==> src/design/modular_exponentiation_core_macros.svh <==
// Assertion macros for the modular exponentiation core.
`ifndef MODULAR_EXPONENTIATION_CORE_MACROS_SVH
`define MODULAR_EXPONENTIATION_CORE_MACROS_SVH

`ifndef SYNTHESIS
// label: property checked at every rising edge of i_clk, off while in reset
`define MEXP_CHECK(label, prop, msg) \
    label: assert property (@(posedge i_clk) disable iff (!i_rst_n) (prop)) \
        else $error(msg);
// label: expression that must never be true
`define MEXP_NEVER(label, expr, msg) \
    `MEXP_CHECK(label, !(expr), msg)
`else
`define MEXP_CHECK(label, prop, msg)
`define MEXP_NEVER(label, expr, msg)
`endif

`endif

==> src/design/mexp_pkg.sv <==
// Shared constants for the modular exponentiation core.
package mexp_pkg;

    localparam int DATA_WIDTH = 16;
    localparam int EXP_WIDTH  = 16;

    localparam int CFG_DATA_W = (DATA_WIDTH > EXP_WIDTH) ? DATA_WIDTH : EXP_WIDTH;
    localparam int CFG_IDX_W  = 2;

    localparam logic [CFG_IDX_W-1:0] CFG_MODULUS  = CFG_IDX_W'(0);
    localparam logic [CFG_IDX_W-1:0] CFG_EXPONENT = CFG_IDX_W'(1);

    localparam int CNT_W = (DATA_WIDTH > 1) ? $clog2(DATA_WIDTH) : 1;
    localparam logic [CNT_W-1:0] CNT_LAST = CNT_W'(DATA_WIDTH - 1);

endpackage

==> src/design/modular_exponentiation_core.sv <==
// Modular exponentiation core: base^exponent mod modulus, bit-serial.
//
// One word in, one word out. A base word is taken only while the core is
// idle; a finished result waits in an output register so the next base can
// be taken while it is pending. Modulus (index 0) and exponent (index 1)
// are written on the config port, which is ready only while idle; other
// indexes are ignored. Modulus 0 gives 0 with modulus_error set, modulus 1
// gives 0; either goes straight from idle to the done state, which posts it
// once the output register is free. Otherwise the base is reduced and the
// exponent is scanned LSB first by one shared shift-and-add modular
// multiplier that handles one multiplier bit per cycle. A result that
// cannot enter a full output register holds the core until the word ahead
// of it is taken; the next base can be taken in the cycle after a result is
// posted. The multiplier sets the rate.
`include "modular_exponentiation_core_macros.svh"

module modular_exponentiation_core
    import mexp_pkg::*;
(
    input  logic                  i_clk,
    input  logic                  i_rst_n,
    input  logic                  i_cfg_valid,
    output logic                  o_cfg_ready,
    input  logic [CFG_IDX_W-1:0]  i_cfg_index,
    input  logic [CFG_DATA_W-1:0] i_cfg_data,
    input  logic                  i_base_valid,
    output logic                  o_base_stall,
    input  logic [DATA_WIDTH-1:0] i_base,
    output logic                  o_res_valid,
    input  logic                  i_res_stall,
    output logic [DATA_WIDTH-1:0] o_power_mod,
    output logic                  o_modulus_error
);

    localparam logic [2:0] S_IDLE = 3'd0;
    localparam logic [2:0] S_RED  = 3'd1;
    localparam logic [2:0] S_MUL  = 3'd2;
    localparam logic [2:0] S_SQR  = 3'd3;
    localparam logic [2:0] S_NEXT = 3'd4;
    localparam logic [2:0] S_DONE = 3'd5;

    logic [2:0]            r_state;
    logic [DATA_WIDTH-1:0] r_modulus;
    logic [EXP_WIDTH-1:0]  r_exponent;
    logic [EXP_WIDTH-1:0]  r_exp;
    logic [DATA_WIDTH-1:0] r_res;
    logic [DATA_WIDTH-1:0] r_pow;
    logic                  r_err;
    logic [DATA_WIDTH-1:0] r_acc;
    logic [DATA_WIDTH-1:0] r_mul_a;
    logic [DATA_WIDTH-1:0] r_mul_b;
    logic [CNT_W-1:0]      r_cnt;
    logic                  r_out_valid;
    logic [DATA_WIDTH-1:0] r_out_pow;
    logic                  r_out_err;

    logic                  base_accept;
    logic                  out_free;
    logic                  busy_mul;
    logic [DATA_WIDTH:0]   dbl_sum;
    logic [DATA_WIDTH-1:0] dbl_mod;
    logic [DATA_WIDTH:0]   add_sum;
    logic [DATA_WIDTH-1:0] add_mod;
    logic [DATA_WIDTH-1:0] n_acc;
    logic                  mul_last;

    assign o_cfg_ready  = (r_state == S_IDLE);
    assign o_base_stall = (r_state != S_IDLE);
    assign base_accept  = i_base_valid && (r_state == S_IDLE);
    assign out_free     = !r_out_valid || !i_res_stall;
    assign busy_mul     = r_state inside {S_RED, S_MUL, S_SQR};
    assign mul_last     = (r_cnt == CNT_LAST);

    // one multiplier bit: acc = 2*acc (+ a) mod n
    always_comb begin
        dbl_sum = {1'b0, r_acc} + {1'b0, r_acc};
        if (dbl_sum >= {1'b0, r_modulus}) begin
            dbl_mod = DATA_WIDTH'(dbl_sum - {1'b0, r_modulus});
        end else begin
            dbl_mod = dbl_sum[DATA_WIDTH-1:0];
        end
        add_sum = {1'b0, dbl_mod} + {1'b0, r_mul_a};
        if (add_sum >= {1'b0, r_modulus}) begin
            add_mod = DATA_WIDTH'(add_sum - {1'b0, r_modulus});
        end else begin
            add_mod = add_sum[DATA_WIDTH-1:0];
        end
        n_acc = r_mul_b[DATA_WIDTH-1] ? add_mod : dbl_mod;
    end

    always_ff @(posedge i_clk) begin
        if (!i_rst_n) begin
            r_modulus  <= DATA_WIDTH'(1);
            r_exponent <= '0;
        end else if (i_cfg_valid && o_cfg_ready) begin
            case (i_cfg_index)
                CFG_MODULUS:  r_modulus  <= i_cfg_data[DATA_WIDTH-1:0];
                CFG_EXPONENT: r_exponent <= i_cfg_data[EXP_WIDTH-1:0];
                default: ;
            endcase
        end
    end

    always_ff @(posedge i_clk) begin
        if (!i_rst_n) begin
            r_state <= S_IDLE;
        end else begin
            case (r_state)
                S_IDLE: begin
                    if (base_accept) begin
                        r_exp   <= r_exponent;
                        r_res   <= DATA_WIDTH'(1);
                        r_err   <= (r_modulus == '0);
                        r_acc   <= '0;
                        r_mul_a <= DATA_WIDTH'(1);
                        r_mul_b <= i_base;
                        r_cnt   <= '0;
                        if (r_modulus <= DATA_WIDTH'(1)) begin
                            r_res   <= '0;
                            r_state <= S_DONE;
                        end else begin
                            r_state <= S_RED;
                        end
                    end
                end
                S_RED, S_MUL, S_SQR: begin
                    r_acc   <= n_acc;
                    r_mul_b <= r_mul_b << 1;
                    r_cnt   <= r_cnt + CNT_W'(1);
                    if (mul_last) begin
                        r_acc <= '0;
                        r_cnt <= '0;
                        if (r_state == S_MUL) begin
                            r_res <= n_acc;
                            if ((r_exp >> 1) == '0) begin
                                r_exp   <= '0;
                                r_state <= S_NEXT;
                            end else begin
                                r_mul_a <= r_pow;
                                r_mul_b <= r_pow;
                                r_state <= S_SQR;
                            end
                        end else begin
                            r_pow   <= n_acc;
                            if (r_state == S_SQR) begin
                                r_exp <= r_exp >> 1;
                            end
                            r_state <= S_NEXT;
                        end
                    end
                end
                S_NEXT: begin
                    if (r_exp == '0) begin
                        r_state <= S_DONE;
                    end else if (r_exp[0]) begin
                        r_mul_a <= r_res;
                        r_mul_b <= r_pow;
                        r_state <= S_MUL;
                    end else begin
                        r_mul_a <= r_pow;
                        r_mul_b <= r_pow;
                        r_state <= S_SQR;
                    end
                end
                S_DONE: begin
                    if (out_free) begin
                        r_state <= S_IDLE;
                    end
                end
                default: r_state <= S_IDLE;
            endcase
        end
    end

    always_ff @(posedge i_clk) begin
        if (!i_rst_n) begin
            r_out_valid <= 1'b0;
        end else if (r_state == S_DONE && out_free) begin
            r_out_valid <= 1'b1;
        end else if (!i_res_stall) begin
            r_out_valid <= 1'b0;
        end
    end

    always_ff @(posedge i_clk) begin
        if (r_state == S_DONE && out_free) begin
            r_out_pow <= r_res;
            r_out_err <= r_err;
        end
    end

    assign o_res_valid     = r_out_valid;
    assign o_power_mod     = r_out_pow;
    assign o_modulus_error = r_out_err;

    `MEXP_CHECK(a_acc_below_mod, busy_mul |-> (r_acc < r_modulus), "accumulator not reduced")
    `MEXP_NEVER(a_err_nonzero, o_res_valid && o_modulus_error && (|o_power_mod), "bad error word")
    `MEXP_CHECK(a_accept_leaves_idle, base_accept |=> (r_state != S_IDLE), "base not started")
    `MEXP_CHECK(a_done_posts, (r_state == S_DONE && out_free) |=> o_res_valid, "not posted")

endmodule

==> config.mk <==
export PLATFORM = sky130hd
export DESIGN_NAME = modular_exponentiation_core
export DESIGN_NICKNAME = d
export VERILOG_FILES = /design/src/design/mexp_pkg.sv /design/src/design/modular_exponentiation_core.sv
export VERILOG_INCLUDE_DIRS = /design/src /design/src/design
export SDC_FILE = /design/constraint.sdc
export NUM_CORES = 1
export LEC_CHECK = 0
export ABC_AREA = 1
export BUFFER_PORTS_ARGS = -buffer_cell sky130_fd_sc_hd__buf_2
export CORE_UTILIZATION = 40
export CTS_BUF_LIST = sky130_fd_sc_hd__clkbuf_8
export CTS_CLUSTER_SIZE = 16
export DETAILED_ROUTE_END_ITERATION = 10
export GPL_ROUTABILITY_DRIVEN = 0
export PLACE_DENSITY = 0.61
export SLEW_MARGIN = 10
export SYNTH_ARGS = -nofsm -noshare
export SYNTH_HDL_FRONTEND = slang
export SYNTH_SLANG_ARGS = --single-unit
==> constraint.sdc <==
create_clock -name i_clk -period 4.55 [get_ports i_clk]
set_input_delay 0.91 -clock i_clk [delete_from_list [all_inputs] [get_ports i_clk]]
set_output_delay 0.91 -clock i_clk [all_outputs]
set_load 0.1 [all_outputs]
# ---- Word-level counts from Yosys, hierarchy flattened
# Cells that the tools add are included.
dict set report classes {
  n_addsub 5
  mul 0
  div_mod_pow 0
  order_cmp 3
  eq_ne 16
  shifts 0
  mux 44
  bitwise 1
  reduce_logical 25
}
# op n
set ops {}
lappend ops {{$mux 16} 24}
lappend ops {{$pmux 16 s2} 3}
lappend ops {{$pmux 16 s3} 2}
lappend ops {{$logic_not 16->1} 3}
lappend ops {{$add 16x16->17} 2}
lappend ops {{$ge 17x16->1} 2}
lappend ops {{$sub 16x16->16} 2}
lappend ops {{$mux 3} 7}
lappend ops {{$le 16x1->1 const B} 1}
lappend ops {{$pmux 3 s4} 1}
lappend ops {{$ne 2x2->1 const B} 5}
lappend ops {{$reduce_and 3->1} 3}
lappend ops {{$mux 4} 2}
lappend ops {{$pmux 4 s2} 1}
lappend ops {{$reduce_and 4->1} 2}
lappend ops {{$reduce_and 7->1} 1}
lappend ops {{$eq 3x2->1 const B} 2}
lappend ops {{$eq 3x3->1 const B} 2}
lappend ops {{$ne 3x3->1 const B} 2}
lappend ops {{$reduce_and 6->1} 1}
lappend ops {{$reduce_bool 3->1} 2}
lappend ops {{$reduce_and 5->1} 1}
lappend ops {{$add 4x1->4 const B} 1}
lappend ops {{$eq 4x4->1 const B} 1}
lappend ops {{other kinds (13)} 21}
dict set report word_totals {
  ff_bits 154
  latchBits 0
  ramBits 0
  mem_bits_ro 0
  in_bits 39
  out_inout_bits 20
  wordCells 108
  mem_count 0
}

# ---- Logic depth before layout (Yosys ltp)
# Gate-level depths: netlist of run 1.
dict set report depth {
  ltp_word 10
  ltp_mapped 39
  depth_no_buf 37
}

# ---- Worst setup path after synthesis of run 1
# No wires, ideal clock.
dict set report synth_timing {
  path_type {reg2reg}
  start {register r_modulus[1]}
  end {register r_res[4] (data pin)}
  setup_time_ns 0.266
  arrival_ns 4.232
  required_ns 4.284
  path_slack_ns 0.052
  path_stages_with_launch 38
  path_buffers 2
  synth_period_minus_slack_ns 4.498
  cell_sequence {dfxtp_1 inv_1 ha_1 nand2_1 nand2_2 nand2_4 o21bai_4 nand2_2 nand2_2 nand2_4 nand2_4 buf_6 nand2_2 inv_1 ha_1 inv_1 fa_1 inv_1 (+2 left out) nand2_1 nand2_1 xor2_1 inv_1 ha_1 nand2_1 inv_1 a21oi_4 nand2_4 nand2_2 nand2_4 nand2_4 nand3_4 buf_12 nand2_4 nand3_2 nand2_2 nor2_1}
}
dict set report synth_via {
  elab_chain_cells 9
  word_cells_on_any_way 11
  cone_classes {add/sub: 3; order compare: 2; mux: 6}
}
# item line_no
set synth_rtl {}
lappend synth_rtl {{from (decl)} modular_exponentiation_core.sv:43} ;# logic [DATA_WIDTH-1:0] r_modulus;
lappend synth_rtl {{from (signal assigned)} modular_exponentiation_core.sv:97} ;# CFG_MODULUS: r_modulus <= i_cfg_data[DATA_WIDTH-1:0];
lappend synth_rtl {{$sub 16x16->16 or $ge 17x16->1 (tied branches)} {modular_exponentiation_core.sv:78, modular_exponentiation_core.sv:77}}
lappend synth_rtl {{$mux 16} modular_exponentiation_core.sv:77} ;# if (dbl_sum >= {1'b0, r_modulus}) begin
lappend synth_rtl {{$add 16x16->17} modular_exponentiation_core.sv:82} ;# add_sum = {1'b0, dbl_mod} + {1'b0, r_mul_a};
lappend synth_rtl {{$sub 16x16->16 or $ge 17x16->1 (tied branches)} {modular_exponentiation_core.sv:84, modular_exponentiation_core.sv:83}}
lappend synth_rtl {{$mux 16} modular_exponentiation_core.sv:83} ;# if (add_sum >= {1'b0, r_modulus}) begin
lappend synth_rtl {{$mux 16 *} modular_exponentiation_core.sv:88} ;# n_acc = r_mul_b[DATA_WIDTH-1] ? add_mod : dbl_mod;
lappend synth_rtl {{$mux 16 *} modular_exponentiation_core.sv:133} ;# if (r_state == S_MUL) begin
lappend synth_rtl {{$mux 16 *} modular_exponentiation_core.sv:130} ;# if (mul_last) begin
lappend synth_rtl {{$pmux 16 s2 *} modular_exponentiation_core.sv:108} ;# case (r_state)
lappend synth_rtl {{to (signal assigned)} modular_exponentiation_core.sv:134} ;# r_res <= n_acc;
lappend synth_rtl {{to (decl)} modular_exponentiation_core.sv:46} ;# logic [DATA_WIDTH-1:0] r_res;
# Mark *: on every way between the ends. The rest lies on a longest branch, timed or not. The select of a mux whose other input is x is not followed.
# A chain may end at the register's enable or synchronous reset.

# ---- Worst setup path in the final report of run 1
dict set report layout_timing {
  start {register r_acc[6]}
  end {register r_res[15] (data pin)}
}
dict set report layout_via {
  elab_chain_cells 10
  word_cells_on_any_way 12
  cone_classes {add/sub: 4; order compare: 2; mux: 6}
}
# item line_no
set layout_rtl {}
lappend layout_rtl {{from (decl)} modular_exponentiation_core.sv:49} ;# logic [DATA_WIDTH-1:0] r_acc;
lappend layout_rtl {{from (signal assigned)} modular_exponentiation_core.sv:127} ;# r_acc <= n_acc;
lappend layout_rtl {{$add 16x16->17 *} modular_exponentiation_core.sv:76} ;# dbl_sum = {1'b0, r_acc} + {1'b0, r_acc};
lappend layout_rtl {{$sub 16x16->16 or $ge 17x16->1 (tied branches)} {modular_exponentiation_core.sv:78, modular_exponentiation_core.sv:77}}
lappend layout_rtl {{$mux 16 *} modular_exponentiation_core.sv:77}
lappend layout_rtl {{$add 16x16->17} modular_exponentiation_core.sv:82}
lappend layout_rtl {{$sub 16x16->16 or $ge 17x16->1 (tied branches)} {modular_exponentiation_core.sv:84, modular_exponentiation_core.sv:83}}
lappend layout_rtl {{$mux 16} modular_exponentiation_core.sv:83}
lappend layout_rtl {{$mux 16 *} modular_exponentiation_core.sv:88}
lappend layout_rtl {{$mux 16 *} modular_exponentiation_core.sv:133}
lappend layout_rtl {{$mux 16 *} modular_exponentiation_core.sv:130}
lappend layout_rtl {{$pmux 16 s2 *} modular_exponentiation_core.sv:108}
# Marks and branches as above.

==> summary.md, run 1 <==
| Metric | Value |
|---|---|
| Overflow after GRT | `0` |
| First-pass GRT wire length | `roughly 51 mm` |
| Die Wd | `between 150 and 200 um` |
| Via density | `around 5.2` |
| Max incr delay on CP | `~530 ps` |
| DR DRC count | `0` |
| Sequential Area | `between 4000 and 5000 um2` |
| Area of the core | `around 25000 um2` |
| Worst Hold Class | `reg2reg` |
| # setup viols final | `48` |
| Post-synth net total | `1385` |
| Setup WS post-layout | `-209 ps` |
| Outcome | `complete, but fails checks` |
| Mapped Cells | `approximately 1300` |
| Top Family by Delay on Critical Path | `simple AND/OR/NAND/NOR gates` |
| H-Tree Depth | `4` |
| N_diodes | `0` |
| Reg2Reg Launch Point | `r_acc[6]` |
| Post-route clock period utilization | `1.05` |
| Port-buffer cells | `between 50 and 60` |
| Post-synthesis sequential area ratio | `0.417` |
| R2R Path End | `r_res[15]` |
| Die area | `between 20000 and 30000 um2` |
| Maximum clock rate | `roughly 0.21 GHz` |
| WP buf/inv | `7` |
| Data required time of the critical path | `about 4700 ps` |
| Worst-path maximum fanout | `10` |
| Routed vias | `~9800` |
| Standard-cell rows | `between 50 and 60` |
| FILL cells | `between 2000 and 2500` |
| Most frequent cells in the layout | `256 x nand2_1, 203 x buf_4, 161 x inv_1, 118 x edfxtp_1, 87 x o21ai_0` |
| HPWL after DPL | `around 24 mm` |
| Post-route antenna net violation count | `0` |
| Ys flop type | `edfxtp_1` |
| Vias in the first global route | `9426` |
| Clock Sinks | `154` |
| Clk_skew | `19.2 ps` |
| Worst hold path endpoint | `o_modulus_error` |
| Setup crit end kind | `flop` |
| Design area | `roughly 14000 um2` |
| CTS Buffer Depth | `2` |
| Die height | `162 um` |
| Clock latency on the worst-skew pair | `approximately 470 ps` |
| FF-to-FF path depth | `34` |
| Mapped Area | `10200 um2` |
| Failing checks | `negative setup slack` |
| Yosys cell types | `42` |
| Antenna violations before repair | `0` |
| Hold Crit Depth | `0` |
| Area Growth Syn to Fin | `38.3%` |
| Starting Density | `0.407` |
| Yosys reg bits | `154` |
| Ys Warns | `0` |
| Pre-antenna DRT Iters | `7` |
| I/O pins | `59` |
| WL final | `32.8 mm` |
| Relative slew slack | `0.265` |
| Hold-fix buffers, CTS | `0` |
| Worst slew pin tran | `1100 ps` |
| Pin count of the biggest net entering global routing | `47` |
| Multi-input logic area | `roughly 6400 um2` |
| Crit path kind | `reg2reg` |
| Share of layout cells above drive strength 1 | `0.377` |
| Crit path launch type | `flop` |
| Final Hold Fails | `0` |
| Slew Viols, Final | `0` |
| Flop2flop setup slack | `-210 ps` |
| Async set or reset register ratio after synthesis | `0` |
| CTS root buf | `clkbuf_8` |
| CTS tree | `yes` |
| All-Layer GR Usage | `0.251` |
| Most common cell after layout, fill and taps aside | `nand2_1` |
| Final worst path period need | `roughly 4800 ps` |
| CP max stage cell | `edfxtp_1` |
| Nets@finish | `around 1600` |
| CTS clock-pin slew for the worst setup and hold paths | `around 90 ps` |
| EDFF count, synth | `roughly 120` |
| HP Start | `r_err` |
| CP most frequent cell | `nand2_4` |
| Max cap viols | `0` |
| Arrival time at the worst endpoint | `approximately 5000 ps` |
| CTS buffer count | `17` |
| Initial DRC Count | `about 650` |
| RSZ-0062 raised after global routing | `true` |
| Mean area per synthesized cell | `between 7 and 8 um2` |
| Avg WL per Cell | `17.3 um` |
| Post-DP Area | `around 12000 um2` |
stage by stage:
stage                     setup WS [ps]  hold slack (ps)  utilization  setup TNS [ps]  std cells
after global routing               -458              447        0.563          -18550       1891
after detailed placement           -801              414        0.486          -29720       1831
after floorplan                    51.8              400            -               0       1294
after CTS                          -203              439        0.539           -7420       1885
final                              -209              435        0.563           -6720       1891
after global placement             -777              406        0.486          -28530       1831
routing by layer:
layer	vias to the layer above	routed length, um	GRT usage
met4	0	953	0.0746
met2	335	15800	0.423
met1	4621	14100	0.330
li1	4794	-	-
met3	72	1950	0.0414
met5	-	0	0
flip-flops by register name, summed over array words and instances, names as in the netlist:
register,count
o_modulus_error,1
r_cnt,4
r_pow,16
r_exponent,16
o_power_mod,16
r_state,3
r_err,1
o_res_valid,1
r_mul_a,16
r_modulus,16
r_res,16
r_exp,16
r_mul_b,16
r_acc,16
worst max path at each step:
stage / depth (start not counted) / endpoint / start / slack, ps
after detailed placement: 35 / r_res[10] / r_acc[8] / -800
after CTS: 35 / r_res[10] / r_acc[8] / -200
after floorplan: 37 / r_res[4] / r_modulus[1] / 50
after global placement: 35 / r_acc[10] / r_acc[8] / -780
after global routing: 36 / r_res[13] / r_acc[8] / -460
final: 34 / r_res[15] / r_acc[6] / -210
synth_stat cells, types with 17 or more instances:
master      n  area [um2]
a21oi_1    69         345
clkbuf_1   22        82.6
dfxtp_1    36         721
edfxtp_1  118        3540
ha_1       49         613
inv_1     175         657
nand2_1   324        1220
nand2_2    17         106
nand3_1    89         445
nand3_2    18         180
nand3b_1   17         128
nand4_1    17         106
nor2_1    102         383
o211ai_1   31         233
o21ai_0    89         445
final cells by class:
type                       instances  share of cell area
clock buffer                      18              0.0175
inverter                         185              0.0493
tap                              330              0.0292
clock inverter                    14             0.00956
sequential                       154               0.302
timing repair buffer             275               0.142
multi-input combinational        915               0.451
logic make-up after synthesis:
kind of cell    Yosys count  share of synthesized area
compound gates          205                      0.115
xor+xnor                 22                     0.0189
fa+ha+maj                52                     0.0659
buf+inv                 225                     0.0889
flops                   154                      0.417
simple gates            636                      0.295
repair_timing:
item / 4_1_cts / 5_1_grt
setup endpoints to repair: 48 / 48
gates resized for setup: 148 / 127
cloned: 0 / 1
setup buffers: 22 / 6
pin swaps: 45 / 67
Power of run 1 is not shown: default switching activity piles up to over one toggle a cycle in this logic, so the estimate is an artifact.
==> run 2: changes to the inputs <==
--- a/config.mk
+++ b/config.mk
@@ -13,8 +13,9 @@
 export CTS_CLUSTER_SIZE = 16
 export DETAILED_ROUTE_END_ITERATION = 10
 export GPL_ROUTABILITY_DRIVEN = 0
-export PLACE_DENSITY = 0.61
+export PLACE_DENSITY = 0.68
 export SLEW_MARGIN = 10
 export SYNTH_ARGS = -nofsm -noshare
 export SYNTH_HDL_FRONTEND = slang
 export SYNTH_SLANG_ARGS = --single-unit
+export TNS_END_PERCENT = 20
==> summary.md, run 2 (synthesis gave the netlist of run 1 again) <==
| Metric | Value |
|---|---|
| HPWL after DPL | `between 20 and 25 mm` |
| Starting Density | `0.407` |
| Slew Viols, Final | `0` |
| CP max stage cell | `edfxtp_1` |
| Worst-path maximum fanout | `7` |
| Post-route clock period utilization | `1.10` |
| Arrival time at the worst endpoint | `5190 ps` |
| I/O pins | `slightly below 60` |
| CP most frequent cell | `nand2_1` |
| Pin count of the biggest net entering global routing | `between 40 and 50` |
| Fin cells | `1911` |
| Data required time of the critical path | `between 4000 and 5000 ps` |
| Post-route antenna net violation count | `0` |
| WL final | `between 30 and 40 mm` |
| Initial DRC Count | `roughly 920` |
| Outcome | `complete, but fails checks` |
| # setup viols final | `48` |
| Port-buffer cells | `between 50 and 60` |
| Final worst path period need | `between 4000 and 5000 ps` |
| Hold_ws | `441 ps` |
| Setup WS post-layout | `-432 ps` |
| Worst slew pin tran | `1220 ps` |
| CTS root buf | `clkbuf_8` |
| Utilization after layout | `0.559` |
| Area of the core | `about 25000 um2` |
| DP Worst Slack | `-723 ps` |
| WP buf/inv | `7` |
| N_diodes | `0` |
| Clock Sinks | `between 150 and 200` |
| Vias in the first global route | `9627` |
| CTS clock-pin slew for the worst setup and hold paths | `around 100 ps` |
| Final Hold Fails | `0` |
| All-Layer GR Usage | `0.250` |
| Crit path kind | `reg2reg` |
| Most common cell after layout, fill and taps aside | `nand2_1` |
| Setup crit end kind | `flop` |
| Die height | `about 160 um` |
| Crit path capture | `r_res[3]` |
| CTS Buffer Depth | `2` |
| DP Cell Count | `1816` |
| DR DRC count | `0` |
| Crit path launch type | `flop` |
| Failing checks | `negative setup slack` |
| First-pass GRT wire length | `50.0 mm` |
| Relative slew slack | `0.187` |
| Top Family by Delay on Critical Path | `simple AND/OR/NAND/NOR gates` |
| Hold-fix buffers, CTS | `0` |
| Max cap viols | `0` |
| Most frequent cells in the layout | `259 x nand2_1, 224 x buf_4, 165 x inv_1, 118 x edfxtp_1, 88 x nor2_1` |
| Die Wd | `roughly 160 um` |
| Avg WL per Cell | `17.6 um` |
| Critical Path Stages | `36` |
| CTS tree | `yes` |
| RSZ-0062 raised after global routing | `true` |
| Nets@finish | `1659` |
| Sequential Area | `~4300 um2` |
| Clock latency on the worst-skew pair | `470 ps` |
| Die area | `between 20000 and 30000 um2` |
| Routed vias | `10200` |
| Maximum clock rate | `roughly 0.20 GHz` |
| Via density | `between 5 and 6` |
| Antenna violations before repair | `0` |
| Clk_skew | `17.2 ps` |
| Share of layout cells above drive strength 1 | `0.365` |
| Worst Setup SP | `r_acc[9]` |
| Area Growth Syn to Fin | `37.4%` |
| FILL cells | `around 2200` |
| H-Tree Depth | `4` |
| FF-to-FF path depth | `36` |
| CTS buffer count | `17` |
| Pre-antenna DRT Iters | `5` |
| Reg2Reg Launch Point | `r_acc[9]` |
| Standard-cell rows | `58` |
| Overflow after GRT | `0` |
| Flop2flop setup slack | `-430 ps` |
| R2R Path End | `r_res[3]` |
| Max incr delay on CP | `550 ps` |
| Worst Hold Class | `reg2reg` |
| Multi-input logic area | `roughly 6100 um2` |
## run 2: cell count changes in the layout (fill, tap and decap cells not counted), sizes merged
cell / delta
clkinvlp: +1
buf: +19
clkbuf: +2
clkinv: -1
nand2: +1
inv: -3
bufinv: +1
## run 2: worst min path at each step
stage	from	to	slack (ps)	cells past startpoint
floorplan	r_err	o_modulus_error	400	0
global placement	r_err	o_modulus_error	410	0
detailed placement	r_err	o_modulus_error	410	0
CTS	r_err	o_modulus_error	440	0
global route	r_err	o_modulus_error	460	0
finish	r_err	o_modulus_error	440	0
## run 2: cell type report
cell class / instances / share of cell area
repair buffers: 294 / 0.153
clock buffers: 20 / 0.0196
inverters: 185 / 0.0496
well taps: 330 / 0.0294
multi-input cells: 916 / 0.435
clock inverters: 12 / 0.00963
flip-flops and latches: 154 / 0.304
## run 2: metal layers
layer / vias to the layer above / track usage / part of all wire
met1: 4782 / 0.308 / 0.40
met4: 0 / 0.120 / 0.048
li1: 4822 / - / -
met3: 116 / 0.0536 / 0.076
met5: - / 0 / 0
met2: 480 / 0.415 / 0.47
## run 2: stage by stage
stage,TNS [ps],instance area (um2)
2_1_floorplan,0,10200
3_3_place_gp,-27540,12100
3_5_place_dp,-24270,12100
4_1_cts,-12570,13400
5_1_grt,-24820,14000
6_report,-16610,14000
## run 2: what timing repair did
action | 4_1_cts | 5_1_grt
pin swaps | 34 | 69
buffers inserted | 45 | 19
hold endpoints to repair | 0 | 0
endpoints found under the setup margin | 48 | 48
cloned | 1 | 0
gates resized for setup | 110 | 105
Power of run 2 is left out for the same reason.
==> run 3: changes to the inputs <==
--- a/config.mk
+++ b/config.mk
@@ -8,6 +8,7 @@
 export LEC_CHECK = 0
 export ABC_AREA = 1
 export BUFFER_PORTS_ARGS = -buffer_cell sky130_fd_sc_hd__buf_2
+export CORE_MARGIN = 1.5
 export CORE_UTILIZATION = 40
 export CTS_BUF_LIST = sky130_fd_sc_hd__clkbuf_8
 export CTS_CLUSTER_SIZE = 16
==> summary.md, run 3 (synthesis gave the netlist of run 1 again) <==
| Metric | Value |
|---|---|
| CP most frequent cell | `nand2_4` |
| CP max stage cell | `edfxtp_1` |
| Final Hold Fails | `0` |
| Relative slew slack | `0.169` |
| Data required time of the critical path | `about 4800 ps` |
| H-Tree Depth | `4` |
| First-pass GRT wire length | `51.1 mm` |
| Clock latency on the worst-skew pair | `between 400 and 500 ps` |
| CTS tree | `yes` |
| Worst Setup SP | `r_acc[11]` |
| Setup WS post-layout | `-426 ps` |
| WL final | `between 30 and 40 mm` |
| All-Layer GR Usage | `0.251` |
| Slew Viols, Final | `0` |
| Initial DRC Count | `between 1000 and 1500` |
| I/O pins | `59` |
| Standard-cell rows | `58` |
| Crit path launch type | `flop` |
| Overflow after GRT | `0` |
| Worst-path maximum fanout | `7` |
| Vias in the first global route | `just under 10000` |
| Max incr delay on CP | `roughly 530 ps` |
| Via density | `5.47` |
| Die Wd | `between 150 and 200 um` |
| Pre-antenna DRT Iters | `7` |
| Reg2Reg Launch Point | `r_acc[11]` |
| CTS clock-pin slew for the worst setup and hold paths | `~90 ps` |
| Final worst path period need | `roughly 5000 ps` |
| # setup viols final | `48` |
| N_diodes | `0` |
| Die height | `163 um` |
| DR DRC count | `0` |
| Max cap viols | `0` |
| Area of the core | `around 25000 um2` |
| Setup crit end kind | `flop` |
| Hold_ws | `444 ps` |
| Pin count of the biggest net entering global routing | `65` |
| Nets@finish | `1661` |
| Outcome | `complete, but fails checks` |
| HPWL after DPL | `around 24 mm` |
| DP Worst Slack | `-605 ps` |
| Clk_skew | `approximately 14 ps` |
| CTS Buffer Depth | `2` |
| Post-route antenna net violation count | `0` |
| Die area | `between 20000 and 30000 um2` |
| Starting Density | `0.407` |
| Clock Sinks | `154` |
| Share of layout cells above drive strength 1 | `0.399` |
| Most frequent cells in the layout | `237 x nand2_1, 214 x buf_4, 158 x inv_1, 118 x edfxtp_1, 86 x o21ai_0` |
| CTS buffer count | `17` |
| Port-buffer cells | `58` |
| CTS root buf | `clkbuf_8` |
| Worst slew pin tran | `around 1200 ps` |
| Worst Hold Class | `reg2reg` |
| FILL cells | `~2100` |
| WP buf/inv | `7` |
| Most common cell after layout, fill and taps aside | `nand2_1` |
| Post-route clock period utilization | `1.09` |
| Crit path kind | `reg2reg` |
| HP Start | `r_err` |
| Arrival time at the worst endpoint | `between 5000 and 6000 ps` |
| Avg WL per Cell | `about 19 um` |
| RSZ-0062 raised after global routing | `true` |
| Hold-fix buffers, CTS | `0` |
| Antenna violations before repair | `0` |
| Routed vias | `~10000` |
| Area Growth Syn to Fin | `41.6%` |
| Failing checks | `negative setup slack` |
| Maximum clock rate | `0.201 GHz` |
| Top Family by Delay on Critical Path | `simple AND/OR/NAND/NOR gates` |
run 3: changes by cell type in the layout (fill, tap and decap cells not counted), moves of 9 or more:
cell / previous run / this run
nand2_1: 259 / 237
nand2_2: 65 / 74
buf_6: 7 / 17
a21oi_1: 52 / 42
buf_4: 224 / 214
nand2_4: 33 / 45
run 3: what timing repair did:
| action | CTS | global route |
|---|---|---|
| hold endpoints to repair | 0 | 0 |
| setup endpoints to repair | 48 | 48 |
| pin swaps | 40 | 77 |
| cloned | 4 | 1 |
| resized for setup | 147 | 169 |
| setup buffers | 26 | 22 |
run 3: path summary, 6_finish.rpt:
path,to,depth (start not counted),slack (ps)
setup / recovery,r_res[10],33,-430
setup reg to reg,r_res[10],33,-430
hold / removal,o_modulus_error,0,440
hold reg to reg,o_modulus_error,0,440
run 3: per-stage QoR:
stage	utilization	setup TNS, ps	instance area, um2	std cells
after floorplan	-	0	10200	1294
after global placement	0.485	-24650	12200	1832
after detailed placement	0.485	-22590	12200	1832
after CTS	0.544	-6010	13700	1893
after global routing	0.576	-26840	14500	1913
final	0.576	-16370	14500	1913
run 3: area by class of cell:
cell class,count,area (um2),share of cell area
clock buffers,20,275,0.0190
clock inverters,12,163,0.0112
inverters,185,697,0.0482
multi-input cells,917,6460,0.446
flip-flops and latches,154,4260,0.295
well taps,330,413,0.0285
repair buffers,295,2200,0.152
run 3: worst register-to-register path, delay by kind of cell, from the launching register on:
| family | cells | cell delay (ps) |
|---|---|---|
| AND/OR/NAND/NOR | 21 | 2200 |
| flip-flops | 1 | 530 |
| AO/OA/AOI/OAI | 2 | 200 |
| buffers and inverters | 7 | 820 |
| adder cells (fa/ha/maj) | 3 | 960 |
run 3: per-layer routing:
| layer | GRT usage | vias to the layer above | wire (um) |
|---|---|---|---|
| li1 | - | 4839 | - |
| met1 | 0.311 | 4929 | 13800 |
| met2 | 0.418 | 530 | 16900 |
| met3 | 0.0576 | 160 | 2930 |
| met4 | 0.110 | 0 | 1830 |
| met5 | 0 | - | 0 |
Power of run 3 is left out for the same reason.
